**src/rtl/core/mpk_pkg.sv**
```systemverilog
// Shared types, constants and saturation helper for the Mandelbrot pixel kernel.
`default_nettype none
package mpk_pkg;

    localparam int COLUMNS   = 84;
    localparam int ROWS      = 48;
    localparam int COL_W     = $clog2(COLUMNS);
    localparam int ROW_W     = $clog2(ROWS);
    localparam int BYTE_W    = $clog2((ROWS / 8) * COLUMNS);
    localparam int FRAC_BITS = 26;
    localparam int QDEPTH    = 2;
    localparam int QPTR_W    = (QDEPTH > 1) ? $clog2(QDEPTH) : 1;
    localparam int CFG_IDX_W = 3;

    localparam logic [32:0] ESCAPE_RADIUS_SQ = 33'd4 << FRAC_BITS;

    typedef enum logic [CFG_IDX_W-1:0] {
        CFG_REAL_START = 3'd0,
        CFG_IMAG_START = 3'd1,
        CFG_REAL_STEP  = 3'd2,
        CFG_IMAG_STEP  = 3'd3,
        CFG_ITER_LIMIT = 3'd4
    } t_cfg_index;

    typedef struct packed {
        logic [31:0] real_start;
        logic [31:0] imag_start;
        logic [31:0] real_step;
        logic [31:0] imag_step;
        logic [7:0]  iteration_limit;
    } t_cfg;

    typedef struct packed {
        logic [31:0]       cr;
        logic [31:0]       ci;
        logic [BYTE_W-1:0] byte_index;
        logic [2:0]        bit_position;
    } t_job;

    function automatic logic signed [31:0] sat32(input logic signed [39:0] v);
        logic signed [31:0] res;
        if (v > 40'sd2147483647) begin
            res = 32'sh7fffffff;
        end else if (v < -40'sd2147483648) begin
            res = 32'sh80000000;
        end else begin
            res = v[31:0];
        end
        return res;
    endfunction

endpackage
`default_nettype wire

```
**src/rtl/core/mpk_front.sv**
```systemverilog
// Front end: accepts a pixel, forms the point c and the frame buffer address.
`default_nettype none
module mpk_front (
    input  wire logic                      i_clk,
    input  wire logic                      i_rst_n,
    input  wire mpk_pkg::t_cfg             i_cfg,
    input  wire logic                      push,
    output logic                           full,
    input  wire logic [mpk_pkg::COL_W-1:0] i_column,
    input  wire logic [mpk_pkg::ROW_W-1:0] i_pixel_row,
    output logic                           o_q_push,
    input  wire logic                      i_q_full,
    output mpk_pkg::t_job                  o_q_job
);

    typedef enum logic [2:0] {
        F_IDLE = 3'b001,
        F_MUL  = 3'b010,
        F_PUSH = 3'b100
    } t_front_state;

    t_front_state r_state, n_state;
    logic [mpk_pkg::COL_W-1:0] r_col;
    logic [mpk_pkg::ROW_W-1:0] r_row;
    logic signed [39:0]        r_prod_r;
    logic signed [39:0]        r_prod_i;
    logic [15:0]               w_byte;

    always_comb begin
        n_state = r_state;
        case (r_state)
            F_IDLE: begin
                if (push) begin
                    n_state = F_MUL;
                end
            end
            F_MUL: begin
                n_state = F_PUSH;
            end
            F_PUSH: begin
                if (!i_q_full) begin
                    n_state = F_IDLE;
                end
            end
            default: begin
                n_state = F_IDLE;
            end
        endcase
    end

    always_ff @(posedge i_clk) begin
        if (!i_rst_n) begin
            r_state <= F_IDLE;
        end else begin
            r_state <= n_state;
        end
    end

    always_ff @(posedge i_clk) begin
        if (r_state == F_IDLE && push) begin
            r_col <= i_column;
            r_row <= i_pixel_row;
        end
        if (r_state == F_MUL) begin
            r_prod_r <= $signed({1'b0, r_col}) * $signed(i_cfg.real_step);
            r_prod_i <= $signed({1'b0, r_row}) * $signed(i_cfg.imag_step);
        end
    end

    assign w_byte = 16'(r_row[mpk_pkg::ROW_W-1:3]) * 16'(mpk_pkg::COLUMNS) + 16'(r_col);

    assign full                 = (r_state != F_IDLE);
    assign o_q_push             = (r_state == F_PUSH) && !i_q_full;
    assign o_q_job.cr           = mpk_pkg::sat32(r_prod_r + 40'($signed(i_cfg.real_start)));
    assign o_q_job.ci           = mpk_pkg::sat32(r_prod_i + 40'($signed(i_cfg.imag_start)));
    assign o_q_job.byte_index   = w_byte[mpk_pkg::BYTE_W-1:0];
    assign o_q_job.bit_position = r_row[2:0];

endmodule
`default_nettype wire

```
**config.mk**
```make
export PLATFORM = sky130hd
export DESIGN_NAME = mpk_front
export DESIGN_NICKNAME = d
export VERILOG_FILES = /design/src/rtl/core/mpk_pkg.sv /design/src/rtl/core/mpk_front.sv
export SDC_FILE = /design/constraint.sdc
export NUM_CORES = 1
export LEC_CHECK = 0
export BUFFER_PORTS_ARGS = -buffer_cell sky130_fd_sc_hd__buf_4
export CAP_MARGIN = 40
export CORE_MARGIN = 2
export CORE_UTILIZATION = 63
export CTS_CLUSTER_DIAMETER = 120
export DETAILED_ROUTE_END_ITERATION = 12
export GPL_ROUTABILITY_DRIVEN = 0
export PLACE_DENSITY = 0.95
export SLEW_MARGIN = 25
export SYNTH_ARGS = -nofsm -noshare
export SYNTH_HDL_FRONTEND = slang
export SYNTH_SLANG_ARGS = --single-unit
```
**constraint.sdc**
```tcl
create_clock -name i_clk -period 6.4 [get_ports i_clk]
set_input_delay 0.64 -clock i_clk [delete_from_list [all_inputs] [get_ports i_clk]]
set_output_delay 0.64 -clock i_clk [all_outputs]
set_load 0.02 [all_outputs]
```
Yosys cells after proc, flatten, opt, wreduce, memory -nomap -nowiden:

Cells that the tools add are included.

* bits in writable memories: 0
* memories kept: 0
* bits in latches: 0
* ROM bits: 0
* flip-flop bits (word level): 96

* add/sub/neg operators: 3
* reductions and logical operators: 4
* divide/modulo/power cells: 0
* multiplexer cells: 7
* order comparisons: 4
* shift operators: 0
* equal/unequal tests: 6
* multiply operators: 3
* bitwise gates (word level): 0

Operators with widths (count)
* $mux W32: 4
* $add A40 B32 Y40: 2
* $gt A40 B32 Y1 const B: 2
* $lt A40 B32 Y1 const B: 2
* $mul A8 B32 Y40: 1
* $mul A7 B32 Y39: 1
* $add A9 B7 Y9: 1
* $pmux W3 S3: 1
* $mul A3 B5 Y7 const B: 1
* $mux W3: 2
* $ne A2 B2 Y1 const B: 2
* $eq A3 B1 Y1 const B: 1
* $eq A3 B2 Y1 const B: 1
* $eq A3 B3 Y1 const B: 1
* $ne A3 B1 Y1 const B: 1
* $logic_and A1 B1 Y1: 2
* $reduce_and A2 Y1: 1
* $logic_not A1 Y1: 1

Logic depth before layout (Yosys ltp):

* depth in word-level cells: 4
* depth in mapped cells: 23
* depth with buffers taken out: 22

Worst setup path after synthesis:

OpenSTA, ideal clock, no wires.

* path kind: input-to-reg
* start point: input i_cfg[47] (netlist name)
* end point: register r_prod_r[38], data pin
* buffers on the path: 0
* setup slack: 630 ps
* arrival: 5513 ps
* stages on the path: 20
* library setup time: 258 ps
* path through: and2_1 fa_1 fa_1 fa_1 inv_1 fa_1 inv_1 ha_1 a21oi_1 o21ai_0 a21o_1 a21oi_1 o41a_1 o211a_1 nor3_1 a2111oi_0 o21ai_0 a21o_1 a21oi_1 xnor2_1

* longest elaborated chain between the ends: 1

Ends and longest elaborated chain
* start, declared: RTL line mpk_front.sv:6 `input wire mpk_pkg::t_cfg i_cfg,`
* $mul A8 B32 Y40: RTL line mpk_front.sv:65 `r_prod_r <= $signed({1'b0, r_col}) * $signed(i_cfg.real_step);`
* end signal, assigned: RTL line mpk_front.sv:65
* end, declared: RTL line mpk_front.sv:25 `logic signed [39:0] r_prod_r;`

No other way between the ends.
A chain may end at the register's enable or synchronous reset.

Worst setup path in the final report:

* start point: register r_row[2] (netlist name)
* end point: register r_prod_i[35], data pin

* longest elaborated chain between the ends: 1

Ends and longest elaborated chain
* start, declared: RTL line mpk_front.sv:24 `logic [mpk_pkg::ROW_W-1:0] r_row;`
* start signal, assigned: RTL line mpk_front.sv:62 `r_row <= i_pixel_row;`
* $mul A7 B32 Y39: RTL line mpk_front.sv:66 `r_prod_i <= $signed({1'b0, r_row}) * $signed(i_cfg.imag_step);`
* end signal, assigned: RTL line mpk_front.sv:66
* end, declared: RTL line mpk_front.sv:26 `logic signed [39:0] r_prod_i;`

No other way between the ends.

==> summary.md <==
| Metric | Value |
|---|---|
| DR pass1 iterations | 7 |
| Yosys warns | 0 |
| Distinct cells, synth | 76 |
| Synth Flop Type | edfxtp_1 |
| HPWL Detailed | between 40000 and 50000 um |
| Final Max Tran Viols | 0 |
| Die width | 192.6 um |
| Initial DRC count | 1552 |
| Layout area overhead | 11.36% |
| Finished Core Util | 0.7068 |
| Deepest clock path buffer count | 2 |
| # fillers | 2293 |
| Req. time, crit path | ~6.5 ns |
| Clock tree from TritonCTS | done |
| CP Launch Type | flop |
| Vias in the first global route | ~20000 |
| Period utilization | 0.9755 |
| FMAX | 160.2 MHz |
| Mean Syn Cell Area | between 8 and 9 um^2 |
| Int Pwr | 4.075 mW |
| Gr usage total | 0.3153 |
| Sequential share of power | 0.127 |
| Global route total overflow | 0 |
| Final hold viol count | 0 |
| Synthesized area | 22410 um^2 |
| First-pass GRT wire length | 93330 um |
| Gate Count Post-Synth | approximately 2500 |
| Placed instance count | 3136 |
| Switching part of the total | 0.5036 |
| Post-synthesis sequential area ratio | 0.1259 |
| Worst slew pin tran | between 0.8 and 0.9 ns |
| Row count | 69 |
| Combinational share of power | 0.801 |
| Initial antenna violation count | 2 |
| Pwr per Cell Area | 329.0 nW/um^2 |
| Slew headroom | 0.4568 |
| Vias per inst | around 6.0 |
| Worst skew pair latency | approximately 0.38 ns |
| Worst-path maximum fanout | 21 |
| TritonCTS buffer count | 9 |
| Worst hold slack | 0.4240 ns |
| EDFF count, synth | 92 |
| Antenna-violating nets left | 0 |
| Core box area | 35310 um^2 |
| DR WL/cell | approximately 18 um |
| Reg2reg setup slack | 0.16 ns |
| Net Count, Synth | 3201 |
| Port buffer count | 222 |
| WL final | 58500 um |
| Residual DRC | 0 |
| Worst vdd ir | ~0.00020 V |
| # Max-Cap Violations | 0 |
| Layout cells sized above 1 | 0.1185 |
| Worst hold path type | in2reg |
| Vias | 19060 |
| Design Power | 8.210 mW |
| Final non-filler cell total | about 3200 |
| Io pins | around 230 |
| Min Tclk post-route | 6.243 ns |
| Setup_tns | 0 ns |
| Htree depth | 3 |
| Worst Setup End Kind | flop |
| Synth async-reset ratio | 0 |
| Status | finished clean |
| Worst path arrival time | between 6 and 7 ns |
| Clk pin slew, worst setup/hold paths | 0.08 ns |
| Root Driver | clkbuf_16 |
| Crit path kind | reg2reg |
| P_sw | about 4.1 mW |
| CTS Sinks | 95 |
| Die Span Y | between 150 and 200 um |
| Layout Nets | ~3400 |
| Worst Clk Skew | 0.01692 ns |
| Pin count of the biggest net entering global routing | 41 |
| Synth Register Bits | 95 |
| Static Leakage | around 12 nW |
| Clock power frac | 0.072 |
| Effective utilization at floorplan | 0.6347 |
| Final Setup Violations | 0 |
| Die ar. | 37100 um^2 |
==> synthesized netlist by cell type, types with 56 or more instances <==
cell / instances / area [um^2]
xnor2_1: 103 / 902.1
clkbuf_1: 56 / 210.2
a21oi_1: 132 / 660.6
ha_1: 245 / 3065
nand2_1: 145 / 544.3
inv_1: 415 / 1558
and2_1: 369 / 2308
fa_1: 300 / 6006
o21ai_0: 65 / 325.3
a21o_1: 88 / 660.6
nor2_1: 85 / 319.1
edfxtp_1: 92 / 2763
==> worst max-delay path: stages (launching register included) <==
cell and delay, ns:
edfxtp_1 0.64, buf_4 0.33, and2_1 0.18, fa_1 0.45
fa_1 0.53, fa_1 0.51, inv_1 0.06, fa_1 0.47
inv_1 0.04, ha_1 0.45, nand3_1 0.14, o21ai_0 0.47
a311oi_1 0.18, a21oi_1 0.36, a211o_1 0.22, a41oi_1 0.16
a211o_1 0.35, o21ba_2 0.21, o21bai_1 0.14, xor2_1 0.09
==> cell usage in the layout (no fill, tap or decap), types with 8 or more instances in the layout <==
cell type	netlist	routed
nand2b_1	16	16
and2_1	369	369
nand4_1	16	16
ha_1	245	245
xor2_1	49	49
o31ai_1	8	8
and3_1	14	14
a31oi_1	14	14
a21oi_1	132	132
o21a_1	22	22
fa_1	300	300
o211ai_1	8	8
a21o_1	88	88
o21bai_1	26	26
nor3_1	17	17
nor2b_1	11	11
edfxtp_1	92	92
xnor2_1	103	103
a211oi_1	13	13
nand3_1	30	30
nand2_1	145	145
buf_4	5	249
o21ai_0	65	65
clkbuf_16	0	9
o21ai_2	31	31
o21ai_1	29	29
nor2_1	85	84
inv_1	415	415
==> layout make-up <==
cell class	instances	area (um^2)	area share
diodes	2	5.005	0.0002005
clock buffers	9	225.2	0.009024
clock inverters	7	88.84	0.003559
inverters	416	1562	0.06257
multi-input cells	1918	17690	0.7086
flip-flops and latches	95	2823	0.1131
well taps	461	576.8	0.02311
repair buffers	255	1992	0.07981
==> through the flow <==
step                area (um^2)  setup slack [ns]
floorplan                 22410            0.6299
global placement          24500            0.3413
detailed placement        24520            0.1775
CTS                       24830            0.1158
global route              24960          -0.01616
finish                    24960            0.1569
==> state kept, by name (all words and copies together), names as in the netlist <==
name	flops
r_col	7
r_prod_i	39
r_prod_r	40
r_row	6
r_state	3
==> layer usage <==
layer / up-vias / GRT usage / routed length, um
met4: 0 / 0.1950 / 3667
li1: 8553 / - / -
met1: 9114 / 0.3612 / 20890
met5: - / 0 / 0
met2: 1084 / 0.5491 / 29240
met3: 308 / 0.05310 / 4709
==> power groups by stage <==
stage | clock network, mW | registers [mW] | logic [mW]
final | 0.589 | 1.04 | 6.58
after global routing | 0.608 | 1.05 | 7.23
after CTS | 0.589 | 1.05 | 6.42
after detailed placement | 0 | 1.07 | 6.32
after global placement | 0 | 1.06 | 5.93
after floorplan | 0 | 1.04 | 4.78
==> kinds of logic after synthesis <==
| family | share of synthesized area |
|---|---|
| buf+inv | 0.08531 |
| flops | 0.1259 |
| xor+xnor | 0.06013 |
| fa+ha+maj | 0.4048 |
| compound gates | 0.1463 |
| simple gates | 0.1766 |
| mux | 0.0009491 |
==> worst paths after layout <==
kind | start | end | depth (start not counted)
worst max register to register | r_row[2] | r_prod_i[35] | 19
worst min-delay path | i_column[0] | r_col[0] | 1
worst max-delay path | r_row[2] | r_prod_i[35] | 19
worst min register to register | r_state[2] | r_state[2] | 2
==> what timing repair did <==
item | 4_1_cts | 5_1_grt
setup endpoints to repair | 0 | 9
setup buffers | 0 | 7
hold buffers | 0 | 0
resized for setup | 0 | 2
(Power assumes the default switching activity.)
