### config.mk
export PLATFORM = sky130hd
export DESIGN_NAME = mpk_queue
export DESIGN_NICKNAME = d
export VERILOG_FILES = /design/src/rtl/core/mpk_pkg.sv /design/src/rtl/core/mpk_queue.sv
export SDC_FILE = /design/constraint.sdc
export NUM_CORES = 1
export LEC_CHECK = 0
export ABC_CLOCK_PERIOD_IN_PS = 8000
export CAP_MARGIN = 20
export CORE_MARGIN = 5
export CORE_UTILIZATION = 55
export CTS_BUF_LIST = sky130_fd_sc_hd__clkbuf_4 sky130_fd_sc_hd__clkbuf_8 sky130_fd_sc_hd__clkbuf_16
export DETAILED_ROUTE_END_ITERATION = 8
export DONT_BUFFER_PORTS = 1
export PLACE_DENSITY = 0.7
export SLEW_MARGIN = 10
export SYNTH_ARGS = -nofsm -noshare
export SYNTH_HDL_FRONTEND = slang
export SYNTH_SLANG_ARGS = --single-unit
export TNS_END_PERCENT = 20
### constraint.sdc
create_clock -name i_clk -period 8 [get_ports i_clk]
set_input_delay 1.6 -clock i_clk [delete_from_list [all_inputs] [get_ports i_clk]]
set_output_delay 1.6 -clock i_clk [all_outputs]
set_load 0.01 [all_outputs]
### src/rtl/core/mpk_pkg.sv
// Shared types, constants and saturation helper for the Mandelbrot pixel kernel.
`default_nettype none
package mpk_pkg;

    localparam int COLUMNS   = 84;
    localparam int ROWS      = 48;
    localparam int COL_W     = $clog2(COLUMNS);
    localparam int ROW_W     = $clog2(ROWS);
    localparam int BYTE_W    = $clog2((ROWS / 8) * COLUMNS);
    localparam int FRAC_BITS = 26;
    localparam int QDEPTH    = 2;
    localparam int QPTR_W    = (QDEPTH > 1) ? $clog2(QDEPTH) : 1;
    localparam int CFG_IDX_W = 3;

    localparam logic [32:0] ESCAPE_RADIUS_SQ = 33'd4 << FRAC_BITS;

    typedef enum logic [CFG_IDX_W-1:0] {
        CFG_REAL_START = 3'd0,
        CFG_IMAG_START = 3'd1,
        CFG_REAL_STEP  = 3'd2,
        CFG_IMAG_STEP  = 3'd3,
        CFG_ITER_LIMIT = 3'd4
    } t_cfg_index;

    typedef struct packed {
        logic [31:0] real_start;
        logic [31:0] imag_start;
        logic [31:0] real_step;
        logic [31:0] imag_step;
        logic [7:0]  iteration_limit;
    } t_cfg;

    typedef struct packed {
        logic [31:0]       cr;
        logic [31:0]       ci;
        logic [BYTE_W-1:0] byte_index;
        logic [2:0]        bit_position;
    } t_job;

    function automatic logic signed [31:0] sat32(input logic signed [39:0] v);
        logic signed [31:0] res;
        if (v > 40'sd2147483647) begin
            res = 32'sh7fffffff;
        end else if (v < -40'sd2147483648) begin
            res = 32'sh80000000;
        end else begin
            res = v[31:0];
        end
        return res;
    endfunction

endpackage
`default_nettype wire

### src/rtl/core/mpk_queue.sv
// Short job queue between the front end and the iteration engine.
`default_nettype none
module mpk_queue (
    input  wire logic          i_clk,
    input  wire logic          i_rst_n,
    input  wire logic          i_push,
    input  wire mpk_pkg::t_job i_job,
    output logic               o_full,
    input  wire logic          i_pop,
    output mpk_pkg::t_job      o_job,
    output logic               o_empty
);

    mpk_pkg::t_job              r_mem [mpk_pkg::QDEPTH];
    logic [mpk_pkg::QPTR_W-1:0] r_wr_ptr;
    logic [mpk_pkg::QPTR_W-1:0] r_rd_ptr;
    logic [mpk_pkg::QPTR_W:0]   r_count;
    logic                       w_do_push;
    logic                       w_do_pop;

    assign o_full    = (r_count == (mpk_pkg::QPTR_W + 1)'(mpk_pkg::QDEPTH));
    assign o_empty   = (r_count == '0);
    assign w_do_push = i_push && !o_full;
    assign w_do_pop  = i_pop && !o_empty;
    assign o_job     = r_mem[r_rd_ptr];

    always_ff @(posedge i_clk) begin
        if (w_do_push) begin
            r_mem[r_wr_ptr] <= i_job;
        end
    end

    always_ff @(posedge i_clk) begin
        if (!i_rst_n) begin
            r_wr_ptr <= '0;
            r_rd_ptr <= '0;
            r_count  <= '0;
        end else begin
            if (w_do_push) begin
                r_wr_ptr <= (r_wr_ptr == mpk_pkg::QPTR_W'(mpk_pkg::QDEPTH - 1)) ? '0
                                                                               : r_wr_ptr + 1'b1;
            end
            if (w_do_pop) begin
                r_rd_ptr <= (r_rd_ptr == mpk_pkg::QPTR_W'(mpk_pkg::QDEPTH - 1)) ? '0
                                                                               : r_rd_ptr + 1'b1;
            end
            if (w_do_push && !w_do_pop) begin
                r_count <= r_count + 1'b1;
            end else if (w_do_pop && !w_do_push) begin
                r_count <= r_count - 1'b1;
            end
        end
    end

`ifndef NO_ASSERTIONS
    a_count_bound: assert property (@(posedge i_clk) disable iff (!i_rst_n)
        r_count <= (mpk_pkg::QPTR_W + 1)'(mpk_pkg::QDEPTH))
        else $error("queue count exceeds depth");
    a_no_push_full: assert property (@(posedge i_clk) disable iff (!i_rst_n)
        i_push |-> !o_full)
        else $error("push into a full queue");
`endif

endmodule
`default_nettype wire

Yosys cells after proc, flatten, opt, wreduce, memory -nomap -nowiden
Memories as Yosys holds them, arrays and structs flattened. A register that Yosys moved wholly into a read port is not among the register bits.
Index checks and enable logic that the tools add are counted.
{"block": "word_totals", "out_inout_bits": 78, "wordCells": 27, "ff_bits": 4, "ram_bits": 152, "n_memories": 1}
{"block": "classes", "reduce_logical": 10, "eq_ne": 1, "addsub": 4, "n_mux": 8}
{"memory": "r_mem", "depth": 2, "word_bits": 76, "rd": 1, "rd_clocked_by_memory_dff": 1, "write_ports": 1, "line": "mpk_queue.sv:14", "source": "mpk_pkg::t_job r_mem [mpk_pkg::QDEPTH];"}
{"op": "$mux W1", "count": 6}
{"op": "$logic_and A1 B1 Y1", "count": 4}
{"op": "$logic_not A1 Y1", "count": 4}
{"op": "$mux W2", "count": 2}
{"op": "$add A1 B1 Y1 const B", "count": 2}
{"op": "$add A2 B1 Y2 const B", "count": 1}
{"op": "$eq A2 B2 Y1 const B", "count": 1}
{"op": "$logic_not A2 Y1", "count": 1}
{"op": "$reduce_bool A2 Y1", "count": 1}
{"op": "$sub A2 B1 Y2 const B", "count": 1}

Logic depth before layout (Yosys ltp)
Gate-level depths: netlist (run 1).
{"block": "logic_depth", "word_depth": 7, "ltp_mapped": 7, "depth_no_buf": 7}

Worst setup path after synthesis (run 1)
No wires, ideal clock.
{"block": "synth_path", "kind": "input to register", "startpoint": "in i_push", "endpoint": "mem r_mem[0][0] (netlist bit) (enable)", "t_required_ns": 7.502, "path_slack_ns": 2.859, "path_buffers": 0, "t_arrival_ns": 4.643, "stages": 2, "path_cell_list": "inv_1 nor3_2"}
{"block": "synth_between", "elab_chain_len": 3}
{"element": "from (decl)", "line": "mpk_queue.sv:6", "source": "input wire logic i_push,"}
{"element": "$logic_and A1 B1 Y1", "line": "mpk_queue.sv:23", "source": "assign w_do_push = i_push && !o_full;"}
{"element": "$mux W1", "line": "mpk_queue.sv:28", "source": "if (w_do_push) begin"}
{"element": "$mux W1 (implied by the code)", "line": "mpk_queue.sv:29", "source": "r_mem[r_wr_ptr] <= i_job;"}
{"element": "to (decl)", "line": "mpk_queue.sv:14"}
No other way between the ends.

==> results of run 1 <==
-- state kept, by name, indices dropped and copies added (netlist names), named ones only --
name      count
r_rd_ptr      1
r_wr_ptr      1
r_count       2
r_mem       152
-- synth_stat cells --
cell | n | area [µm²]
xor2_1 | 1 | 8.760
o21ai_1 | 1 | 5.000
mux2_1 | 40 | 450.4
and2_1 | 3 | 18.77
ha_1 | 1 | 12.51
and3_1 | 1 | 6.260
buf_4 | 1 | 7.510
xnor2_1 | 2 | 17.52
a21boi_0 | 1 | 7.510
nor3_2 | 1 | 10.01
buf_2 | 3 | 15.01
o21ai_0 | 1 | 5.000
dfxtp_1 | 5 | 100.1
nor2_1 | 2 | 7.510
or3_1 | 1 | 6.260
inv_2 | 1 | 3.750
o21a_1 | 1 | 7.510
edfxtp_1 | 152 | 4564
inv_1 | 1 | 3.750
a21boi_1 | 1 | 7.510
nand2b_1 | 1 | 6.260
mux2_2 | 36 | 405.4
buf_6 | 4 | 45.04
-- stage by stage --
stage                     power [mW]  hold slack (ns)    util  cells  instance area, µm²
after floorplan                1.423           0.4833       -    261                5722
after global placement         1.476           0.5057  0.5715    390                5847
after detailed placement       1.484           0.5176  0.5715    390                5847
after CTS                      2.228           0.5303  0.6260    422                6405
after global routing           2.292           0.5556  0.6260    422                6405
final                          2.193           0.5287  0.6260    422                6405
-- cell families after synthesis --
| logic type | count (synthesis) |
|---|---|
| mux | 76 |
| buf+inv | 10 |
| simple gates | 9 |
| xor+xnor | 3 |
| fa+ha+maj | 1 |
| compound gates | 5 |
| flops | 157 |
-- worst min-delay path by stage --
stage                     slack [ns]                 endpoint
after floorplan                 0.48  r_count[1]$_SDFFE_PN0P_
final                           0.53  r_count[1]$_SDFFE_PN0P_
after detailed placement        0.52  r_count[1]$_SDFFE_PN0P_
after CTS                       0.53  r_count[1]$_SDFFE_PN0P_
after global placement          0.51  r_count[1]$_SDFFE_PN0P_
after global routing            0.56  r_count[1]$_SDFFE_PN0P_
-- final cells by class --
class | count | area share
Multi-Input combinational cell | 94 | 0.1551
Clock buffer | 20 | 0.06818
Timing Repair Buffer | 1 | 0.001172
Clock inverter | 12 | 0.01895
Inverter | 2 | 0.001172
Tap cell | 136 | 0.02657
Sequential cell | 157 | 0.7289
-- per-layer routing --
| layer | track usage | part of all wire | up-vias |
|---|---|---|---|
| met5 | 0 | 0 | - |
| li1 | - | - | 1052 |
| met3 | 0.1043 | 0.13 | 15 |
| met1 | 0.1513 | 0.35 | 1158 |
| met2 | 0.2426 | 0.50 | 109 |
| met4 | 0.06010 | 0.013 | 0 |
-- power by group --
group          switching (mW)  internal [mW]
sequential             0.0773           1.04
combinational           0.202          0.138
clock                   0.289          0.450
total                   0.568           1.63
==> results.sh, run 1 <==
export IMPL_status="complete, no violations"
export IMPL_numCtsBuffers=17
export IMPL_grt_pass1_wl_um=13930
export IMPL_required_ns=6.40
export IMPL_clock_sinks=157
export IMPL_yosysWarnings=0
export IMPL_peakVddDrop_v=0.0001579
export IMPL_syn_avg_cell_area_um2=21.92
export IMPL_grt_max_degree=78
export IMPL_crit_end="o_job[18]"
export IMPL_max_slew_margin=0.2968
export IMPL_synth_distinct_cells=23
export IMPL_r2r_end="r_mem[0][20]$_DFFE_PP_"
export IMPL_synth_area_um2=5722
export IMPL_synth_xor_area_frac=0.004592
export IMPL_hpwl_um=5629
export IMPL_multi_input_area_um2=993.5
export IMPL_finalSetupTns_ns=0
export IMPL_root_buffer="clkbuf_8"
export IMPL_routedWlPerCell_um=21.25
export IMPL_num_antenna_cells=0
export IMPL_hold_viol_final=0
export IMPL_period_minus_slack_ns=3.651
export IMPL_drtAntennaViolNets=0
export IMPL_initial_core_util=0.5593
export IMPL_synth_fa_ha_area_frac=0.002187
export IMPL_finClkSkew_ns=0.008789
export IMPL_cts_hold_buf=0
export IMPL_die_w_um=112.0
export IMPL_yosys_area_share_simple=0.009622
export IMPL_finalSetupViolations=0
export IMPL_nFillCells=707
export IMPL_cpPeakStageDelay_ns=0.97
export IMPL_rsz0062_at_grt="false"
export IMPL_clk_latency_ns=0.51
export IMPL_synthMuxAreaShare=0.1496
export IMPL_core_area_um2=10230
export IMPL_postCtsSetupRepairBufs=0
export IMPL_cts_tree="built"
export IMPL_grt_pass1_vias=2500
export IMPL_ys_seq_area_frac=0.8152
export IMPL_gr_total_overflow=0
export IMPL_path_depth=1
export IMPL_syn_inst=261
export IMPL_worst_r2r_cell_count=4
export IMPL_io_pin_count=158
export IMPL_die_area_um2=12540
export IMPL_antenna_found_initial=0
export IMPL_critPathBufInv=0
export IMPL_fin_nets=354
export IMPL_drive_gt1_frac=0.2483
export IMPL_path_cells="mux2_1"
export IMPL_first_iter_violations=64
export IMPL_die_h_um=112.0
export IMPL_layout_common_cells="edfxtp_1 (152), mux2_1 (40), mux2_2 (36), clkbuf_16 (16)"
export IMPL_synth_seq_cells=157
export IMPL_seqCellArea_um2=4668
export IMPL_drt_pass1_iter_count=4
export IMPL_cts_resized=0
export IMPL_drc_errors=0
export IMPL_crit_fanout=76
export IMPL_hold_depth=2
export IMPL_vias_per_cell=5.531
export IMPL_timing_final_crit_share=0.4563
export IMPL_crit_path_end_kind="primary output"
export IMPL_fmax_mhz=273.9
export IMPL_final_common_cell="edfxtp_1"
export IMPL_synth_nets=342
export IMPL_io_buffers=0
export IMPL_syn_to_final_growth_pct=11.94
export IMPL_fin_ws_ns=4.349
export IMPL_clk_pin_slew_ns=0.06
export IMPL_cts_max_level=4
export IMPL_synth_top_family_by_area="multiplexers"
export IMPL_cpMaxStageDelayCell="dfxtp_4"
export IMPL_routed_wl_um=8968
export IMPL_dp_slack_ns=4.865
export IMPL_drv_cap=0
export IMPL_synth_compound_area_frac=0.005686
export IMPL_gp_congestion=0.6886
export IMPL_p_leak_nw=2.082
export IMPL_timing_rr_start="r_count[0]$_SDFFE_PN0P_"
export IMPL_worst_hold_startpoint="r_count[1]$_SDFFE_PN0P_"
export IMPL_vias=2334
export IMPL_tightest_slew_ns=1.055
export IMPL_rrSetupSlack_ns=5.99
export IMPL_timing_final_max_slew_violations=0
export IMPL_rows=37
export IMPL_startpoint_type="register"
export IMPL_crit_type="reg -> out"
export IMPL_cts_path_max_buffers=2
export IMPL_hp_class="reg -> reg"
export IMPL_grt_use_total=0.1501
export IMPL_critPathArrivalTime_ns=2.05
export IMPL_power_density_nw_per_um2=342.5
export IMPL_critPathTopFamily="flip-flops"
No activity file was read; power rests on OpenSTA's default activity.
==> run 2: changes to the inputs <==
--- a/config.mk
+++ b/config.mk
@@ -5,14 +5,14 @@
 export SDC_FILE = /design/constraint.sdc
 export NUM_CORES = 1
 export LEC_CHECK = 0
-export ABC_CLOCK_PERIOD_IN_PS = 8000
+export ABC_CLOCK_PERIOD_IN_PS = 3350
 export CAP_MARGIN = 20
 export CORE_MARGIN = 5
 export CORE_UTILIZATION = 55
 export CTS_BUF_LIST = sky130_fd_sc_hd__clkbuf_4 sky130_fd_sc_hd__clkbuf_8 sky130_fd_sc_hd__clkbuf_16
 export DETAILED_ROUTE_END_ITERATION = 8
 export DONT_BUFFER_PORTS = 1
-export PLACE_DENSITY = 0.7
+export PLACE_DENSITY = 0.73
 export SLEW_MARGIN = 10
 export SYNTH_ARGS = -nofsm -noshare
 export SYNTH_HDL_FRONTEND = slang
==> constraint.sdc (replaced) <==
create_clock -name i_clk -period 3.35 [get_ports i_clk]
set_input_delay 0.67 -clock i_clk [delete_from_list [all_inputs] [get_ports i_clk]]
set_output_delay 0.67 -clock i_clk [all_outputs]
set_load 0.01 [all_outputs]
==> run 2 against run 1 <==
- largest cell class unchanged
- register-to-register slack worse by 4.6 ns
- sequential power is 140% higher
- critical path depth is 1 higher
- critical path type unchanged
==> results.sh, run 2 (synthesized netlist as in run 1, its figures left out) <==
export IMPL_fin_nets=356
export IMPL_io_buffers=0
export IMPL_routed_wl_um=9532
export IMPL_crit_fanout=49
export IMPL_drv_cap=0
export IMPL_grt_use_total=0.1560
export IMPL_antenna_found_initial=0
export IMPL_root_buffer="clkbuf_8"
export IMPL_fmax_mhz=371.2
export IMPL_path_cells="buf_12 -> mux2_1"
export IMPL_critPathBufInv=1
export IMPL_timing_final_max_slew_violations=0
export IMPL_vias=2339
export IMPL_clk_pin_slew_ns=0.06
export IMPL_initial_core_util=0.5593
export IMPL_cpPeakStageDelay_ns=0.78
export IMPL_die_w_um=112.0
export IMPL_crit_path_end_kind="primary output"
export IMPL_num_antenna_cells=0
export IMPL_critPathArrivalTime_ns=2.02
export IMPL_largestRegisters="r_mem (152), r_count (2)"
export IMPL_core_area_um2=10230
export IMPL_final_common_cell="edfxtp_1"
export IMPL_numCtsBuffers=17
export IMPL_grt_pass1_wl_um=14520
export IMPL_grt_pass1_vias=2542
export IMPL_multi_input_area_um2=993.5
export IMPL_drt_pass1_iter_count=4
export IMPL_regMostFlops="r_mem"
export IMPL_status="complete, no violations"
export IMPL_syn_to_final_growth_pct=13.36
export IMPL_largest_reg_flops=152
export IMPL_drc_errors=0
export IMPL_required_ns=2.68
export IMPL_cts_hold_buf=0
export IMPL_layout_common_cells="edfxtp_1 (152), mux2_1 (40), mux2_2 (36), clkbuf_16 (16)"
export IMPL_hpwl_um=6069
export IMPL_die_area_um2=12540
export IMPL_peakVddDrop_v=0.0004986
export IMPL_vias_per_cell=5.517
export IMPL_power_density_nw_per_um2=839.3
export IMPL_finalSetupViolations=0
export IMPL_cts_max_level=4
export IMPL_p_leak_nw=2.128
export IMPL_clock_sinks=157
export IMPL_cpMaxStageDelayCell="dfxtp_4"
export IMPL_fin_hold_ws_ns=0.2549
export IMPL_drive_gt1_frac=0.2604
export IMPL_crit_type="reg -> out"
export IMPL_tightest_slew_ns=1.058
export IMPL_postCtsSetupRepairBufs=0
export IMPL_rows=37
export IMPL_die_h_um=112.0
export IMPL_period_minus_slack_ns=2.694
export IMPL_io_pin_count=158
export IMPL_drtAntennaViolNets=0
export IMPL_cts_tree="built"
export IMPL_startpoint_type="register"
export IMPL_first_iter_violations=103
export IMPL_critPathTopFamily="flip-flops"
export IMPL_nFillCells=703
export IMPL_hold_viol_final=0
export IMPL_finalSetupTns_ns=0
export IMPL_timing_final_crit_share=0.8042
export IMPL_finClkSkew_ns=0.005688
export IMPL_max_slew_margin=0.2945
export IMPL_gr_total_overflow=0
export IMPL_seqCellArea_um2=4668
export IMPL_hp_class="in -> reg"
export IMPL_gp_congestion=0.7050
export IMPL_clk_latency_ns=0.50
export IMPL_grt_max_degree=77
export IMPL_cts_path_max_buffers=2
export IMPL_cts_resized=0
export IMPL_rsz0062_at_grt="false"
export IMPL_routedWlPerCell_um=22.48
==> run 2: cell count changes in the layout (fill, tap and decap cells not counted), sizes merged <==
cell      previous run  this run
bufinv               2         4
inv                  3         2
clkinvlp             4         2
buf                  1         3
clkbuf              20        21
==> run 2: cell type report <==
cell class / instances / share of cell area
clock inverter: 11 / 0.02585
sequential: 157 / 0.7197
clock buffer: 21 / 0.06848
tap: 136 / 0.02623
timing repair buffer: 3 / 0.005401
inverter: 2 / 0.001157
multi-input combinational: 94 / 0.1532
==> run 2: path summary, 6_finish.rpt <==
path | endpoint | slack (ns) | start | depth (start not counted)
max reg2reg | r_mem[1][42]$_DFFE_PP_ | 1.40 | r_count[0]$_SDFFE_PN0P_ | 2
max | o_job[30] | 0.66 | register | 2
min | r_mem[0][1]$_DFFE_PP_ | 0.25 | i_job[1] | 0
min reg2reg | r_count[1]$_SDFFE_PN0P_ | 0.53 | r_count[1]$_SDFFE_PN0P_ | 2
==> run 2: per-layer routing <==
| layer | wire length, µm | global-route usage | vias up |
|---|---|---|---|
| met3 | 1206 | 0.1076 | 8 |
| met4 | 85 | 0.05048 | 0 |
| met5 | 0 | 0 | - |
| met1 | 3475 | 0.1649 | 1169 |
| li1 | - | - | 1058 |
| met2 | 4764 | 0.2506 | 104 |
==> run 2: worst register-to-register path, stage by stage, from the launching register on <==
cell and delay [ns]:
dfxtp_1 0.42, nand2b_1 0.19, and3_4 0.87
==> run 2: stage by stage <==
step	util	instances	setup slack (ns)	instance area, µm²	total power, mW
floorplan	-	261	0.3294	5728	3.393
global placement	0.5742	392	1.205	5874	3.539
detailed placement	0.5742	392	1.176	5874	3.564
CTS	0.6340	424	0.6190	6486	5.513
global route	0.6340	424	0.5429	6486	5.683
finish	0.6340	424	0.6561	6486	5.444
==> run 2: where the power goes <==
part,internal (mW),leakage (nW),switching (mW)
registers,2.48,1.46,0.151
logic,0.347,0.368,0.534
clock network,1.24,0.300,0.696
